**config.mk**
```make
export PLATFORM = sky130hd
export DESIGN_NAME = json_scalar_parser_top
export DESIGN_NICKNAME = d
export VERILOG_FILES = /design/src/rtl/jsp_pkg.sv /design/src/rtl/json_scalar_parser_top.sv /design/src/rtl/jsp_step.sv /design/src/rtl/jsp_out_stage.sv
export VERILOG_INCLUDE_DIRS = /design/src /design/src/rtl
export SDC_FILE = /design/constraint.sdc
export NUM_CORES = 1
export LEC_CHECK = 0
export ABC_AREA = 1
export BUFFER_PORTS_ARGS = -buffer_cell sky130_fd_sc_hd__buf_4
export CAP_MARGIN = 20
export CORE_UTILIZATION = 50
export CTS_BUF_LIST = sky130_fd_sc_hd__clkbuf_8
export DETAILED_ROUTE_END_ITERATION = 8
export HOLD_SLACK_MARGIN = 0.05
export PLACE_DENSITY_LB_ADDON = 0.12
export SYNTH_ARGS = -nofsm -noshare
export SYNTH_HDL_FRONTEND = slang
export SYNTH_SLANG_ARGS = --single-unit
```
**constraint.sdc**
```tcl
create_clock -name clk -period 2.68 [get_ports clk]
set_input_delay 0.536 -clock clk [delete_from_list [all_inputs] [get_ports clk]]
set_output_delay 0.536 -clock clk [all_outputs]
set_load 0.1 [all_outputs]
```
**src/rtl/json_scalar_parser_top_macros.svh**
```systemverilog
// ----------------------------------------------------------------------------
// json_scalar_parser_top_macros : assertion macros
// Concurrent checks clocked on clk and held off while rst_n is low.
// ----------------------------------------------------------------------------
`ifndef JSON_SCALAR_PARSER_TOP_MACROS_SVH
`define JSON_SCALAR_PARSER_TOP_MACROS_SVH

`ifndef ASSERT_OFF
// Check a property at every clock edge out of reset.
`define JSP_ASSERT(lbl, prop, msg) \
  lbl: assert property (@(posedge clk) disable iff (!rst_n) prop) else $error(msg);
// Check that a condition holds in the cycle after an event.
`define JSP_ASSERT_NEXT(lbl, ante, cons, msg) \
  lbl: assert property (@(posedge clk) disable iff (!rst_n) ante |=> cons) else $error(msg);
`else
`define JSP_ASSERT(lbl, prop, msg)
`define JSP_ASSERT_NEXT(lbl, ante, cons, msg)
`endif

`endif

```
**src/rtl/jsp_pkg.sv**
```systemverilog
// ----------------------------------------------------------------------------
// jsp_pkg : shared types and tables of the JSON scalar parser
// Phase codes, status and type codes, parser state and literal tables.
// ----------------------------------------------------------------------------
package jsp_pkg;

  typedef enum logic [6:0] {
    PH_LEAD  = 7'b0000001,
    PH_LIT   = 7'b0000010,
    PH_NUM   = 7'b0000100,
    PH_STR   = 7'b0001000,
    PH_ESC   = 7'b0010000,
    PH_TRAIL = 7'b0100000,
    PH_ERR   = 7'b1000000
  } phase_t;

  typedef enum logic [7:0] {
    N_SIGN   = 8'b00000001,
    N_ZERO   = 8'b00000010,
    N_INT    = 8'b00000100,
    N_DOT    = 8'b00001000,
    N_FRAC   = 8'b00010000,
    N_EXP    = 8'b00100000,
    N_EXPSGN = 8'b01000000,
    N_EXPDIG = 8'b10000000
  } num_phase_t;

  typedef enum logic [2:0] {
    ST_OK      = 3'd0,
    ST_EXPECT  = 3'd1,
    ST_INVALID = 3'd2,
    ST_NOTSING = 3'd3,
    ST_MISSQ   = 3'd4,
    ST_BADESC  = 3'd5,
    ST_BADCHAR = 3'd6
  } status_t;

  typedef enum logic [2:0] {
    T_NULL   = 3'd0,
    T_FALSE  = 3'd1,
    T_TRUE   = 3'd2,
    T_NUMBER = 3'd3,
    T_STRING = 3'd4
  } vtype_t;

  typedef enum logic [1:0] {
    LK_TRUE  = 2'd0,
    LK_FALSE = 2'd1,
    LK_NULL  = 2'd2
  } lit_kind_t;

  typedef struct packed {
    phase_t     phase;
    num_phase_t nph;
    logic [1:0] lit_kind;
    logic [2:0] lit_pos;
    status_t    held_status;
    vtype_t     held_type;
  } jsp_state_t;

  typedef struct packed {
    logic       valid;
    logic       is_verdict;
    logic [7:0] str_byte;
    status_t    status;
    vtype_t     vtype;
    logic       last;
  } jsp_result_t;

  localparam jsp_state_t STATE_RESET = '{
    phase: PH_LEAD, nph: N_SIGN, lit_kind: 2'd0, lit_pos: 3'd0,
    held_status: ST_OK, held_type: T_NULL
  };

  localparam logic [7:0] CTRL_LIMIT = 8'h20;

  function automatic logic is_ws(input logic [7:0] b);
    return (b == 8'h20) || (b == 8'h09) || (b == 8'h0A) || (b == 8'h0D);
  endfunction

  function automatic logic is_digit(input logic [7:0] b);
    return (b >= 8'h30) && (b <= 8'h39);
  endfunction

  // Expected character of a literal word at a given position
  function automatic logic [7:0] lit_char(input logic [1:0] k, input logic [2:0] pos);
    logic [7:0] c;
    c = 8'h00;
    case (k)
      LK_TRUE: begin
        case (pos)
          3'd0: c = 8'h74;   // t
          3'd1: c = 8'h72;   // r
          3'd2: c = 8'h75;   // u
          3'd3: c = 8'h65;   // e
          default: c = 8'h00;
        endcase
      end
      LK_FALSE: begin
        case (pos)
          3'd0: c = 8'h66;   // f
          3'd1: c = 8'h61;   // a
          3'd2: c = 8'h6C;   // l
          3'd3: c = 8'h73;   // s
          3'd4: c = 8'h65;   // e
          default: c = 8'h00;
        endcase
      end
      default: begin
        case (pos)
          3'd0: c = 8'h6E;   // n
          3'd1: c = 8'h75;   // u
          3'd2: c = 8'h6C;   // l
          3'd3: c = 8'h6C;   // l
          default: c = 8'h00;
        endcase
      end
    endcase
    return c;
  endfunction

  function automatic logic [2:0] lit_size(input logic [1:0] k);
    return (k == LK_FALSE) ? 3'd5 : 3'd4;
  endfunction

  function automatic vtype_t lit_type(input logic [1:0] k);
    vtype_t t;
    case (k)
      LK_TRUE:  t = T_TRUE;
      LK_FALSE: t = T_FALSE;
      default:  t = T_NULL;
    endcase
    return t;
  endfunction

endpackage

```
**src/rtl/json_scalar_parser_top.sv**
```systemverilog
// ----------------------------------------------------------------------------
// json_scalar_parser_top : streaming checker for one JSON scalar
// Usage:
//   Slave side carries one text character per transfer in in_tdata; in_tlast
//   high marks end of text (the character is then ignored). Master side
//   carries decoded string characters (out_tuser low) and, at end of text,
//   one verdict (out_tuser and out_tlast high) with status and value type.
//   A consumer drops the string characters of a text whose verdict reports
//   an error.
//   A result passes from the input register through the combinational
//   parser step straight into the result register.
//   Throughput: one character per cycle while the receiver does not stall,
//   set by the parser step between the input register and the result register.
//   Reset clears the valid flags of both registers and returns the parser
//   to the leading-whitespace phase; no clearing pass is needed.
//   When the receiver stalls, the result register holds, the parser step
//   waits with its character in the input register, and in_tready drops
//   once that register is full. Items that give no result still wait for
//   a free result slot.
// ----------------------------------------------------------------------------
module json_scalar_parser_top (
  input  logic        clk,
  input  logic        rst_n,
  input  logic        in_tvalid,
  output logic        in_tready,
  input  logic [7:0]  in_tdata,    // [7:0] text_byte
  input  logic        in_tlast,    // is_end
  output logic        out_tvalid,
  input  logic        out_tready,
  output logic [15:0] out_tdata,   // [7:0] string_byte, [10:8] status,
                                   // [13:11] value_type, [15:14] zero
  output logic        out_tuser,   // is_verdict
  output logic        out_tlast    // last
);
  import jsp_pkg::*;

`include "json_scalar_parser_top_macros.svh"

  // Input register
  logic        in_valid_r;
  logic [7:0]  in_byte_r;
  logic        in_end_r;

  // Parser state
  jsp_state_t  state_r;
  jsp_state_t  state_nxt;
  jsp_result_t res;

  logic        slot_free;
  logic        fire;

  // Advance the parser when a character waits and the result slot is free
  assign fire      = in_valid_r && slot_free;
  assign in_tready = !in_valid_r || fire;

  always_ff @(posedge clk) begin
    if (!rst_n) begin
      in_valid_r <= 1'b0;
    end else if (in_tready) begin
      in_valid_r <= in_tvalid;
    end
  end

  always_ff @(posedge clk) begin
    if (in_tvalid && in_tready) begin
      in_byte_r <= in_tdata;
      in_end_r  <= in_tlast;
    end
  end

  always_ff @(posedge clk) begin
    if (!rst_n) begin
      state_r <= STATE_RESET;
    end else if (fire) begin
      state_r <= state_nxt;
    end
  end

  jsp_step u_step (
    .state     (state_r),
    .text_byte (in_byte_r),
    .is_end    (in_end_r),
    .state_nxt (state_nxt),
    .res       (res)
  );

  jsp_out_stage u_out (
    .clk        (clk),
    .rst_n      (rst_n),
    .load       (fire && res.valid),
    .res        (res),
    .slot_free  (slot_free),
    .out_tvalid (out_tvalid),
    .out_tready (out_tready),
    .out_tdata  (out_tdata),
    .out_tuser  (out_tuser),
    .out_tlast  (out_tlast)
  );

  // A verdict starts a new text in the leading-whitespace phase
  `JSP_ASSERT_NEXT(a_rewind, fire && in_end_r, state_r.phase == PH_LEAD, "not rewound")
  // An error phase always carries an error status
  `JSP_ASSERT(a_err_st, state_r.phase == PH_ERR |-> state_r.held_status != ST_OK, "ok in error")
  // A full input register facing a stalled result must hold the slave side
  `JSP_ASSERT(a_stall, in_valid_r && out_tvalid && !out_tready |-> !in_tready, "taken in stall")

endmodule

```
**src/rtl/jsp_step.sv**
```systemverilog
// ----------------------------------------------------------------------------
// jsp_step : one parser step
// Next parser state and the result item caused by one text byte or end mark.
// ----------------------------------------------------------------------------
module jsp_step (
  input  jsp_pkg::jsp_state_t  state,
  input  logic [7:0]           text_byte,
  input  logic                 is_end,
  output jsp_pkg::jsp_state_t  state_nxt,
  output jsp_pkg::jsp_result_t res
);
  import jsp_pkg::*;

  logic       dig;
  logic       ws;
  logic [1:0] k;
  logic [2:0] pos_inc;
  status_t    v_st;
  vtype_t     v_ty;

  assign dig     = is_digit(text_byte);
  assign ws      = is_ws(text_byte);
  assign k       = (state.lit_kind == 2'd3) ? LK_NULL : state.lit_kind;
  assign pos_inc = state.lit_pos + 3'd1;

  // Verdict at end of text
  always_comb begin
    v_st = state.held_status;
    v_ty = state.held_type;
    case (state.phase)
      PH_LEAD: v_st = ST_EXPECT;
      PH_LIT:  v_st = ST_INVALID;
      PH_NUM: begin
        if (state.nph == N_ZERO || state.nph == N_INT ||
            state.nph == N_FRAC || state.nph == N_EXPDIG) begin
          v_st = ST_OK;
          v_ty = T_NUMBER;
        end else begin
          v_st = ST_INVALID;
        end
      end
      PH_STR:   v_st = ST_MISSQ;
      PH_ESC:   v_st = ST_BADESC;
      PH_TRAIL: v_st = ST_OK;
      default:  v_st = state.held_status;
    endcase
    if (v_st != ST_OK) v_ty = T_NULL;
  end

  always_comb begin
    state_nxt      = state;
    res.valid      = 1'b0;
    res.is_verdict = 1'b0;
    res.str_byte   = text_byte;
    res.status     = ST_OK;
    res.vtype      = T_STRING;
    res.last       = 1'b0;

    if (is_end) begin
      state_nxt      = STATE_RESET;
      res.valid      = 1'b1;
      res.is_verdict = 1'b1;
      res.str_byte   = 8'h00;
      res.status     = v_st;
      res.vtype      = v_ty;
      res.last       = 1'b1;
    end else begin
      case (state.phase)
        PH_LEAD: begin
          if (!ws) begin
            if (text_byte == 8'h74 || text_byte == 8'h66 || text_byte == 8'h6E) begin
              state_nxt.lit_kind = (text_byte == 8'h74) ? LK_TRUE :
                                   (text_byte == 8'h66) ? LK_FALSE : LK_NULL;
              state_nxt.lit_pos  = 3'd1;
              state_nxt.phase    = PH_LIT;
            end else if (text_byte == 8'h22) begin
              state_nxt.phase = PH_STR;
            end else if (text_byte == 8'h2D) begin
              state_nxt.nph   = N_SIGN;
              state_nxt.phase = PH_NUM;
            end else if (text_byte == 8'h30) begin
              state_nxt.nph   = N_ZERO;
              state_nxt.phase = PH_NUM;
            end else if (dig) begin
              state_nxt.nph   = N_INT;
              state_nxt.phase = PH_NUM;
            end else begin
              state_nxt.phase       = PH_ERR;
              state_nxt.held_status = ST_INVALID;
              state_nxt.held_type   = T_NULL;
            end
          end
        end

        PH_LIT: begin
          if (state.lit_pos < lit_size(k) && text_byte == lit_char(k, state.lit_pos)) begin
            state_nxt.lit_pos = pos_inc;
            if (pos_inc == lit_size(k)) begin
              state_nxt.held_type = lit_type(k);
              state_nxt.phase     = PH_TRAIL;
            end
          end else begin
            state_nxt.phase       = PH_ERR;
            state_nxt.held_status = ST_INVALID;
            state_nxt.held_type   = T_NULL;
          end
        end

        PH_NUM: begin
          case (state.nph)
            N_SIGN: begin
              if (text_byte == 8'h30) state_nxt.nph = N_ZERO;
              else if (dig)           state_nxt.nph = N_INT;
              else begin
                state_nxt.phase       = PH_ERR;
                state_nxt.held_status = ST_INVALID;
                state_nxt.held_type   = T_NULL;
              end
            end
            N_ZERO, N_INT, N_FRAC: begin
              if (dig && state.nph != N_ZERO) begin
                state_nxt.nph = state.nph;
              end else if (text_byte == 8'h2E && state.nph != N_FRAC) begin
                state_nxt.nph = N_DOT;
              end else if (text_byte == 8'h65 || text_byte == 8'h45) begin
                state_nxt.nph = N_EXP;
              end else if (ws) begin
                state_nxt.held_type = T_NUMBER;
                state_nxt.phase     = PH_TRAIL;
              end else begin
                state_nxt.phase       = PH_ERR;
                state_nxt.held_status = ST_NOTSING;
                state_nxt.held_type   = T_NULL;
              end
            end
            N_DOT, N_EXPSGN: begin
              if (dig && state.nph == N_DOT) state_nxt.nph = N_FRAC;
              else if (dig)                  state_nxt.nph = N_EXPDIG;
              else begin
                state_nxt.phase       = PH_ERR;
                state_nxt.held_status = ST_INVALID;
                state_nxt.held_type   = T_NULL;
              end
            end
            N_EXP: begin
              if (text_byte == 8'h2B || text_byte == 8'h2D) state_nxt.nph = N_EXPSGN;
              else if (dig)                                 state_nxt.nph = N_EXPDIG;
              else begin
                state_nxt.phase       = PH_ERR;
                state_nxt.held_status = ST_INVALID;
                state_nxt.held_type   = T_NULL;
              end
            end
            default: begin
              // exponent digits: a non-digit ends the number
              if (!dig) begin
                if (ws) begin
                  state_nxt.held_type = T_NUMBER;
                  state_nxt.phase     = PH_TRAIL;
                end else begin
                  state_nxt.phase       = PH_ERR;
                  state_nxt.held_status = ST_NOTSING;
                  state_nxt.held_type   = T_NULL;
                end
              end
            end
          endcase
        end

        PH_STR: begin
          if (text_byte == 8'h22) begin
            state_nxt.held_type = T_STRING;
            state_nxt.phase     = PH_TRAIL;
          end else if (text_byte == 8'h5C) begin
            state_nxt.phase = PH_ESC;
          end else if (text_byte < CTRL_LIMIT) begin
            state_nxt.phase       = PH_ERR;
            state_nxt.held_status = ST_BADCHAR;
            state_nxt.held_type   = T_NULL;
          end else begin
            res.valid = 1'b1;
          end
        end

        PH_ESC: begin
          res.valid       = 1'b1;
          state_nxt.phase = PH_STR;
          case (text_byte)
            8'h22, 8'h5C, 8'h2F: res.str_byte = text_byte;
            8'h62:               res.str_byte = 8'h08;   // b
            8'h66:               res.str_byte = 8'h0C;   // f
            8'h6E:               res.str_byte = 8'h0A;   // n
            8'h72:               res.str_byte = 8'h0D;   // r
            8'h74:               res.str_byte = 8'h09;   // t
            default: begin
              res.valid             = 1'b0;
              state_nxt.phase       = PH_ERR;
              state_nxt.held_status = ST_BADESC;
              state_nxt.held_type   = T_NULL;
            end
          endcase
        end

        PH_TRAIL: begin
          if (!ws) begin
            state_nxt.phase       = PH_ERR;
            state_nxt.held_status = ST_NOTSING;
            state_nxt.held_type   = T_NULL;
          end
        end

        default: state_nxt = state;
      endcase
    end
  end

endmodule

```
**src/rtl/jsp_out_stage.sv**
```systemverilog
// ----------------------------------------------------------------------------
// jsp_out_stage : result register
// Hold one result item towards the master-side stream until it transfers.
// ----------------------------------------------------------------------------
module jsp_out_stage (
  input  logic                 clk,
  input  logic                 rst_n,
  input  logic                 load,
  input  jsp_pkg::jsp_result_t res,
  output logic                 slot_free,
  output logic                 out_tvalid,
  input  logic                 out_tready,
  output logic [15:0]          out_tdata,   // [7:0] string_byte, [10:8] status,
                                            // [13:11] value_type, [15:14] zero
  output logic                 out_tuser,   // is_verdict
  output logic                 out_tlast    // last
);
  import jsp_pkg::*;

  logic       valid_r;
  logic [7:0] str_byte_r;
  status_t    status_r;
  vtype_t     vtype_r;
  logic       verdict_r;
  logic       last_r;

  assign slot_free = !valid_r || out_tready;

  always_ff @(posedge clk) begin
    if (!rst_n) begin
      valid_r <= 1'b0;
    end else if (load) begin
      valid_r <= 1'b1;
    end else if (out_tready) begin
      valid_r <= 1'b0;
    end
  end

  always_ff @(posedge clk) begin
    if (load) begin
      str_byte_r <= res.str_byte;
      status_r   <= res.status;
      vtype_r    <= res.vtype;
      verdict_r  <= res.is_verdict;
      last_r     <= res.last;
    end
  end

  assign out_tvalid = valid_r;
  assign out_tdata  = {2'b00, vtype_r, status_r, str_byte_r};
  assign out_tuser  = verdict_r;
  assign out_tlast  = last_r;

endmodule

```
==> impl_metrics.py, run 1 <==
metrics = {
    "outcome": {
        "outcome": "complete, no violations",
    },
    "place": {
        "place_ws_ns": 0.176,
        "port_buffers": 30,
        "dp_cells": 766,
        "dpl.hpwl_um": 8670,
        "place.gp.congestion": 0.953,
    },
    "drt": {
        "drtIter0Drc": 429,
        "drc": 0,
        "vias": 4218,
        "vias_per_cell": 5.44,
        "post_drt_wl_per_cell_um": 14.2,
        "routed_wl_um": 11000,
        "route.antenna.remaining_nets": 0,
        "first_pass_iters": 5,
    },
    "worst_setup_path": {
        "cp-start-kind": "flip-flop",
        "worstSetupPathType": "flip-flop to flip-flop",
        "arrival_ns": 2.45,
        "path_max_fanout": 15,
        "r2r_cells": 9,
        "crit_path_end_kind": "flip-flop",
        "crit_path_max_incr_delay_ns": 0.59,
        "r2r-end": "u_out.str_byte_r[0]",
        "r2r-start": "in_byte_r[2]",
        "slowest_stage": "edfxtp_1",
        "reg2reg_slack_ns": 0.23,
        "worstSetupEndpoint": "u_out.str_byte_r[0]",
        "path_cells": "inv_2 -> nor2_1 -> nand3_1 -> nand3_1 -> nor2_1 -> nand2_1 -> nand2_1 -> a31oi_2 -> buf_4",
        "cp.required_ns": 2.68,
        "crit_start": "in_byte_r[2]",
    },
    "yosys": {
        "synth_cells": 639,
        "synthDistinctLibCells": 37,
        "ys_seq_area_share_pct": 32.0,
        "ys_ff_latch": 52,
        "syn_area_um2": 4000,
        "ys_warn_count": 0,
        "syn_area_per_cell_um2": 6.27,
    },
    "timing": {
        "slew_viol_final": 0,
        "slew_headroom_pct": 51.6,
        "tightest_slew_ns": 0.717,
        "min_period_ns": 2.45,
        "clock_skew_ns": 0.0131,
        "fin_tns_setup_ns": 0,
        "finalHoldViolCount": 0,
        "period_share_pct": 91.3,
        "setup_ws_ns": 0.234,
        "setup_viol": 0,
        "fmax_mhz": 409,
    },
    "global_route": {
        "track_usage_pct": 27.6,
        "grt_max_degree": 20,
        "overflow": 0,
        "antenna_found_initial": 0,
        "grt_pass1_wl_um": 18100,
        "grt_pass1_vias": 3819,
    },
    "die": {
        "die_w_um": 91.5,
        "core_area_um2": 7730,
        "start_util_pct": 51.8,
        "ios": 33,
        "dieHeight_um": 91.5,
        "core.rowCount": 32,
        "dieArea_um2": 8370,
    },
    "clock_network": {
        "cts_max_level": 2,
        "cts_buffers": 5,
        "clock_latency_ns": 0.31,
        "clockBufferDepth": 2,
        "cts_hold_buf": 0,
        "clkTransAtPathRegs_ns": 0.10,
        "cts_tree": "done",
        "cts-root-buf": "clkbuf_8",
        "cts_sinks": 52,
    },
    "power_and_ir_drop": {
        "power.leakage_nw": 2.16,
        "ir_worst_vdd_uv": 237,
        "power.total_mw": 1.97,
        "power_density_nw_per_um2": 440,
    },
    "finish": {
        "final_cells": 775,
        "nFillCells": 771,
        "layout.nets": 692,
        "layout-drive-gt1-share_pct": 16.6,
        "antennaDiodeCount": 0,
        "area_growth_pct": 11.8,
        "final_util_pct": 57.9,
    },
    "run": {
        "cap_violations": 0,
    },
    "min_path": {
        "hold_path_class": "primary input to flip-flop",
    },
}
==> cells in the final DEF (no fill, tap or decap), types with 4 or more instances in the layout <==
cell | Yosys | final
nand2_1 | 168 | 168
nor2_1 | 116 | 115
inv_1 | 70 | 71
nand3_1 | 47 | 45
buf_4 | 3 | 39
a21oi_1 | 31 | 31
dfxtp_1 | 28 | 28
edfxtp_1 | 24 | 24
inv_2 | 21 | 21
o21ai_0 | 20 | 19
nor2_2 | 13 | 14
nand4_1 | 12 | 12
nand2_2 | 10 | 9
nor3_1 | 8 | 8
o211ai_1 | 8 | 8
ha_1 | 7 | 7
nor2_4 | 6 | 6
clkbuf_8 | 0 | 6
o21ai_1 | 4 | 5
a31oi_1 | 6 | 5
nor3_2 | 4 | 4
==> metrics by stage <==
step / hold slack [ns] / cell area, um^2
floorplan: 0.421 / 4010
global placement: 0.478 / 4350
detailed placement: 0.475 / 4350
CTS: 0.388 / 4450
global route: 0.378 / 4480
finish: 0.395 / 4480
==> state kept, by name (all words and copies together) (netlist names) <==
signal and cells:
in_end_r 1, state_r 26, u_out.str_byte_r 8, u_out.out_tvalid 1, u_out.status_r 3, u_out.vtype_r 3
u_out.out_tlast 1, in_valid_r 1, in_byte_r 8
==> layout make-up <==
cell class | count | area, um^2 | share of cell area, %
multi-input combinational | 479 | 2320 | 51.9
sequential | 52 | 1280 | 28.6
inverter | 95 | 358 | 8.00
timing repair buffer | 39 | 293 | 6.54
tap | 102 | 128 | 2.85
clock buffer | 6 | 82.6 | 1.85
clock inverter | 2 | 11.3 | 0.252
==> critical path: cells and delay by family (launching register included) <==
kind / cells / cell delay [ns]
simple gates: 6 / 0.91
flops: 1 / 0.59
buf+inv: 2 / 0.41
compound gates: 1 / 0.23
==> power breakdown <==
group | internal (mW) | switching (mW) | total [mW]
Combinational | 0.174 | 0.413 | 0.586
Clock | 0.207 | 0.259 | 0.465
Sequential | 0.876 | 0.0424 | 0.918
==> how the worst min path moves through the flow <==
stage / cells after the start / slack, ns / start / end
2_1_floorplan: 0 / 0.42 / in_end_r / u_out.out_tlast
3_3_place_gp: 2 / 0.48 / state_r[3] / state_r[3]
3_5_place_dp: 2 / 0.47 / state_r[3] / state_r[3]
4_1_cts: 1 / 0.39 / in_tdata[2] / in_byte_r[2]
5_1_grt: 1 / 0.38 / in_tdata[7] / in_byte_r[7]
6_report: 1 / 0.40 / in_tdata[5] / in_byte_r[5]
==> repair_timing <==
item | 4_1_cts | 5_1_grt
setup buffers | 0 | 1
setup endpoints to repair | 0 | 13
gates resized for setup | 0 | 5
==> routing by layer <==
layer | track usage, % | up-vias | share of wire (%)
li1 | - | 2105 | -
met2 | 44.1 | 200 | 44
met4 | 8.33 | 0 | 2.5
met5 | 0 | - | 0
met3 | 4.36 | 29 | 8.1
met1 | 38.3 | 1884 | 45
==> kinds of logic after synthesis <==
kind of cell	count (synthesis)	share of synthesized area, %
DFF	52	32.0
and+or+nand+nor	394	44.2
buffers and inverters	109	10.9
other	1	0.0937
AOI/OAI and AO/OA	76	10.6
adders and majority gates	7	2.19
==> cell usage after synthesis, drive strengths merged <==
| cell type | count | share of area, % |
|---|---|---|
| o22ai | 1 | 0.16 |
| inv | 91 | 8.5 |
| a31oi | 6 | 0.94 |
| edfxtp | 24 | 18 |
| a21oi | 31 | 3.9 |
| a22oi | 1 | 0.19 |
| dfxtp | 28 | 14 |
| o41ai | 1 | 0.22 |
| clkbuf | 4 | 0.37 |
| nand3 | 51 | 7.3 |
| conb | 1 | 0.094 |
| nand4 | 13 | 2.2 |
| or2 | 2 | 0.31 |
| o211ai | 8 | 1.5 |
| nand3b | 3 | 0.56 |
| o21ai | 24 | 3.0 |
| nand2 | 178 | 17 |
| nor2 | 135 | 15 |
| ha | 7 | 2.2 |
| buf | 10 | 1.6 |
| nor3 | 12 | 2.0 |
| a211oi | 3 | 0.56 |
| o21bai | 1 | 0.19 |
| clkinv | 4 | 0.41 |
Power figures use the tool's default switching activity.
==> run 2, diff against run 1 <==
==> constraint.sdc (replaced) <==
create_clock -name clk -period 2.68 [get_ports clk]
set_input_delay 0.536 -clock clk [delete_from_list [all_inputs] [get_ports clk]]
set_output_delay 0.536 -clock clk [all_outputs]
set_load 0.05 [all_outputs]
==> run 2 against run 1 <==
Cell count decreased by 0.13%. First-iteration DRC count decreased by 16%. Clock-buffer cell count decreased by 1. Critical path type unchanged. Sequential cell count unchanged.
==> impl_metrics.py, run 2 (synthesis gave the netlist of run 1 again) <==
metrics = {
    "outcome": {
        "outcome": "complete, no violations",
    },
    "timing": {
        "slew_viol_final": 0,
        "fin_tns_setup_ns": 0,
        "finalHoldViolCount": 0,
        "rsz0062_at_grt": "no",
        "min_period_ns": 2.43,
        "fin_hold_ws_ns": 0.398,
        "period_share_pct": 90.7,
        "slew_headroom_pct": 57.4,
        "fmax_mhz": 411,
        "setup_viol": 0,
        "tightest_slew_ns": 0.631,
        "clock_skew_ns": 0.0101,
    },
    "die": {
        "start_util_pct": 51.8,
        "ios": 33,
        "core.rowCount": 32,
        "dieArea_um2": 8370,
        "dieHeight_um": 91.5,
        "core_area_um2": 7730,
        "die_w_um": 91.5,
    },
    "finish": {
        "layout-drive-gt1-share_pct": 16.7,
        "final_cell_area_um2": 4480,
        "layout.nets": 691,
        "area_growth_pct": 11.8,
        "layout_commonest_cell": "nand2_1",
        "largest_reg_flops": 26,
        "final_util_pct": 57.9,
        "nFillCells": 774,
        "layout_top_registers": "state_r (26), in_byte_r (8), u_out.str_byte_r (8)",
        "regMostFlops": "state_r",
        "antennaDiodeCount": 0,
        "layout_common_cells": "nand2_1, nor2_1, inv_1",
        "final_cells": 774,
    },
    "worst_setup_path": {
        "cp_common_cell": "nand2_1",
        "path_cells": "ha_1 -> ha_1 -> inv_1 -> nand2_1 -> nand2_1 -> inv_1 -> nor2_1 -> nor2_1 -> nor2_2 -> nand2_1 -> nor2_1 -> nand2_2 -> nand2_1 -> nand2_1 -> inv_1 -> o211ai_1 -> a21oi_1",
        "cp.required_ns": 2.91,
        "path_max_fanout": 6,
        "crit_path_max_incr_delay_ns": 0.35,
        "reg2reg_slack_ns": 0.25,
        "crit_path_end_kind": "flip-flop",
        "cp-start-kind": "flip-flop",
        "arrival_ns": 2.67,
        "crit_start": "state_r[6]",
        "worstSetupPathType": "flip-flop to flip-flop",
        "r2r-start": "state_r[6]",
        "slowest_stage": "dfxtp_1",
    },
    "place": {
        "dp_cells": 765,
        "port_buffers": 30,
        "dpl.hpwl_um": 8780,
        "placed_area_um2": 4350,
        "place.gp.congestion": 0.961,
    },
    "power_and_ir_drop": {
        "power_density_nw_per_um2": 426,
        "power.leakage_nw": 2.15,
        "ir_worst_vdd_uv": 200,
    },
    "drt": {
        "drtIter0Drc": 359,
        "vias": 4287,
        "drc": 0,
        "route.antenna.remaining_nets": 0,
        "first_pass_iters": 5,
        "vias_per_cell": 5.54,
        "routed_wl_um": 11100,
        "post_drt_wl_per_cell_um": 14.4,
    },
    "clock_network": {
        "cts-root-buf": "clkbuf_8",
        "cts_buffers": 5,
        "clockBufferDepth": 2,
        "cts_hold_buf": 0,
        "clock_latency_ns": 0.31,
        "clkTransAtPathRegs_ns": 0.09,
        "cts_sinks": 52,
        "cts_max_level": 2,
        "cts_tree": "done",
    },
    "global_route": {
        "grt_pass1_vias": 3868,
        "grt_pass1_wl_um": 18400,
        "grt_max_degree": 20,
        "antenna_found_initial": 0,
        "overflow": 0,
        "track_usage_pct": 27.6,
    },
    "run": {
        "cap_violations": 0,
    },
    "min_path": {
        "hold_path_class": "primary input to flip-flop",
        "holdCritStartpoint": "in_tdata[3]",
    },
}
[run 2: critical path: cells and delay by family, from the launching register on]
kind                       cells  cell delay, ns
adders and majority gates      2            0.41
buffers and inverters          3            0.28
and+or+nand+nor               10            1.09
AOI/OAI and AO/OA              2            0.23
DFF                            1            0.35
[run 2: per-stage QoR]
stage | setup WS, ns | power [mW]
4_1_cts | 0.205 | 1.91
2_1_floorplan | 0.246 | 1.34
6_report | 0.250 | 1.91
3_5_place_dp | 0.233 | 1.47
5_1_grt | 0.0151 | 2.02
3_3_place_gp | 0.261 | 1.47
[run 2: final timing paths]
kind / end / cells past startpoint
hold reg to reg: state_r[3] / 2
hold / removal: in_byte_r[3] / 1
setup reg to reg: state_r[6] / 17
setup / recovery: state_r[6] / 17
[run 2: routing by layer]
| metal | track usage (%) | share of wire, % | vias to the layer above |
|---|---|---|---|
| met4 | 8.33 | 2.5 | 0 |
| met3 | 3.85 | 8.5 | 34 |
| met2 | 44.5 | 44 | 222 |
| li1 | - | - | 2106 |
| met5 | 0 | 0 | - |
| met1 | 38.1 | 45 | 1925 |
[run 2: final cells by class]
class                   count  area, um^2  area share, %
inverters                  95         358           8.00
multi-input cells         479        2330           52.0
repair buffers             38         298           6.65
clock buffers               5        68.8           1.54
clock inverters             3        15.0          0.335
flip-flops and latches     52        1280           28.6
well taps                 102         128           2.85
[run 2: timing repair]
action | CTS | global route
gates resized for setup | 0 | 9
buffers inserted | 0 | 1
endpoints found under the setup margin | 0 | 15
endpoints found under the hold margin | 0 | 0
[run 2: report_power, final]
part	switching, mW	leakage, nW	internal, mW	total [mW]
registers	0.0431	0.460	0.876	0.919
clock network	0.257	0.0430	0.178	0.435
logic	0.378	1.65	0.175	0.553
total	0.679	2.15	1.23	1.91
==> run 3, diff against run 2 <==
CORE_MARGIN = 3   (was default)
==> run 3 against run 2 <==
First-iteration DRC count is 15% higher. Clock skew is 0.0017 ns higher. Combinational power increased by 1%. Utilization is 0.23 points lower. Cell area is 0.11% higher. Total power grew 0.35%. Global-route usage down 0.98 points. Routed wire length is 3.1% higher. Cell count up 0.65%. Hold slack worse by 0.0039 ns. Sequential cell count unchanged. Die area increased by 8.9%. Critical path type unchanged. Largest cell class unchanged. Largest power group unchanged. Highest routed layer unchanged.
==> impl_metrics.py, run 3 (synthesis gave the netlist of run 1 again) <==
metrics = {
    "place": {
        "port_buffers": 30,
        "dpl.hpwl_um": 9120,
        "place_ws_ns": 0.111,
        "place.gp.congestion": 0.949,
        "placed_area_um2": 4360,
    },
    "min_path": {
        "hold_path_class": "primary input to flip-flop",
    },
    "finish": {
        "largest_reg_flops": 26,
        "final_cell_area_um2": 4480,
        "layout.nets": 696,
        "layout_commonest_cell": "nand2_1",
        "antennaDiodeCount": 0,
        "area_growth_pct": 11.9,
        "final_util_pct": 57.7,
        "regMostFlops": "state_r",
        "layout-drive-gt1-share_pct": 16.7,
        "layout_common_cells": "nand2_1, nor2_1, inv_1",
        "layout_top_registers": "state_r (26), in_byte_r (8), u_out.str_byte_r (8)",
    },
    "worst_setup_path": {
        "arrival_ns": 2.64,
        "cp.required_ns": 2.92,
        "crit_path_end_kind": "flip-flop",
        "path_max_fanout": 6,
        "cp-start-kind": "flip-flop",
        "worstSetupPathType": "flip-flop to flip-flop",
    },
    "drt": {
        "post_drt_wl_per_cell_um": 14.7,
        "vias": 4218,
        "route.antenna.remaining_nets": 0,
        "routed_wl_um": 11500,
        "vias_per_cell": 5.41,
        "drc": 0,
        "drtIter0Drc": 412,
        "first_pass_iters": 5,
    },
    "power_and_ir_drop": {
        "ir_worst_vdd_uv": 224,
        "power_density_nw_per_um2": 427,
        "power.leakage_nw": 2.17,
    },
    "clock_network": {
        "cts-root-buf": "clkbuf_8",
        "clock_latency_ns": 0.31,
        "cts_tree": "done",
        "cts_max_level": 2,
        "clockBufferDepth": 2,
        "cts_sinks": 52,
        "cts_buffers": 5,
        "clkTransAtPathRegs_ns": 0.10,
    },
    "timing": {
        "fin_hold_ws_ns": 0.394,
        "tightest_slew_ns": 0.665,
        "setup_viol": 0,
        "min_period_ns": 2.40,
        "clock_skew_ns": 0.0118,
        "fmax_mhz": 417,
        "slew_headroom_pct": 55.1,
        "period_share_pct": 89.4,
        "setup_ws_ns": 0.285,
        "finalHoldViolCount": 0,
        "rsz0062_at_grt": "no",
        "slew_viol_final": 0,
        "fin_tns_setup_ns": 0,
    },
    "die": {
        "core_area_um2": 7770,
        "start_util_pct": 51.5,
        "core.rowCount": 32,
        "dieHeight_um": 95.5,
        "die_w_um": 95.5,
        "ios": 33,
        "dieArea_um2": 9120,
    },
    "global_route": {
        "track_usage_pct": 26.6,
        "grt_pass1_vias": 3860,
        "overflow": 0,
        "grt_pass1_wl_um": 18800,
        "grt_max_degree": 20,
        "antenna_found_initial": 0,
    },
    "run": {
        "cap_violations": 0,
    },
    "outcome": {
        "outcome": "complete, no violations",
    },
}
run 3: repair_timing:
action / in CTS / in global routing
gates resized for setup: 0 / 4
endpoints found under the hold margin: 0 / 0
setup buffers: 0 / 3
setup endpoints to repair: 0 / 13
hold buffers: 0 / 0
run 3: critical path, cell delays in order, from the launching register on:
cell	delay [ns]
dfxtp_1	0.40
inv_1	0.12
ha_1	0.25
o21ai_0	0.26
nand3_1	0.16
nand2_1	0.09
nand2_1	0.05
nand2_1	0.09
nand2_1	0.06
nor2_1	0.13
nand2_1	0.15
nand2_1	0.10
nand2_1	0.15
inv_1	0.09
o211ai_1	0.10
a21oi_1	0.14
run 3: power breakdown:
| group | total [mW] | internal, mW | switching, mW |
|---|---|---|---|
| Sequential | 0.917 | 0.876 | 0.0411 |
| Combinational | 0.559 | 0.178 | 0.381 |
| Clock | 0.438 | 0.178 | 0.260 |
run 3: layer usage:
| metal | track usage [%] | part of all wire (%) | vias up |
|---|---|---|---|
| met3 | 3.71 | 7.5 | 21 |
| met2 | 42.5 | 44 | 203 |
| li1 | - | - | 2119 |
| met1 | 37.2 | 46 | 1875 |
| met4 | 8.29 | 2.2 | 0 |
| met5 | 0 | 0 | - |
run 3: cell type report:
class | instances | area, um^2
fill | 783 | 3290
timing repair buffer | 43 | 323
inverter | 95 | 358
clock inverter | 3 | 15.0
sequential | 52 | 1280
tap | 102 | 128
multi-input combinational | 479 | 2310
clock buffer | 5 | 68.8
run 3: through the flow:
| step | power (mW) | instances |
|---|---|---|
| 6_report | 1.91 | 779 |
| 5_1_grt | 2.03 | 779 |
| 4_1_cts | 1.91 | 776 |
| 3_5_place_dp | 1.48 | 768 |
| 3_3_place_gp | 1.48 | 768 |
| 2_1_floorplan | 1.34 | 640 |
run 3: final timing paths:
| path | depth (start not counted) | from | end | slack [ns] |
|---|---|---|---|---|
| worst min-delay path | 1 | in_tdata[6] | in_byte_r[6] | 0.39 |
| worst max-delay path | 15 | state_r[6] | state_r[6] | 0.28 |
| worst max register to register | 15 | state_r[6] | state_r[6] | 0.28 |
| worst min register to register | 2 | state_r[3] | state_r[3] | 0.50 |
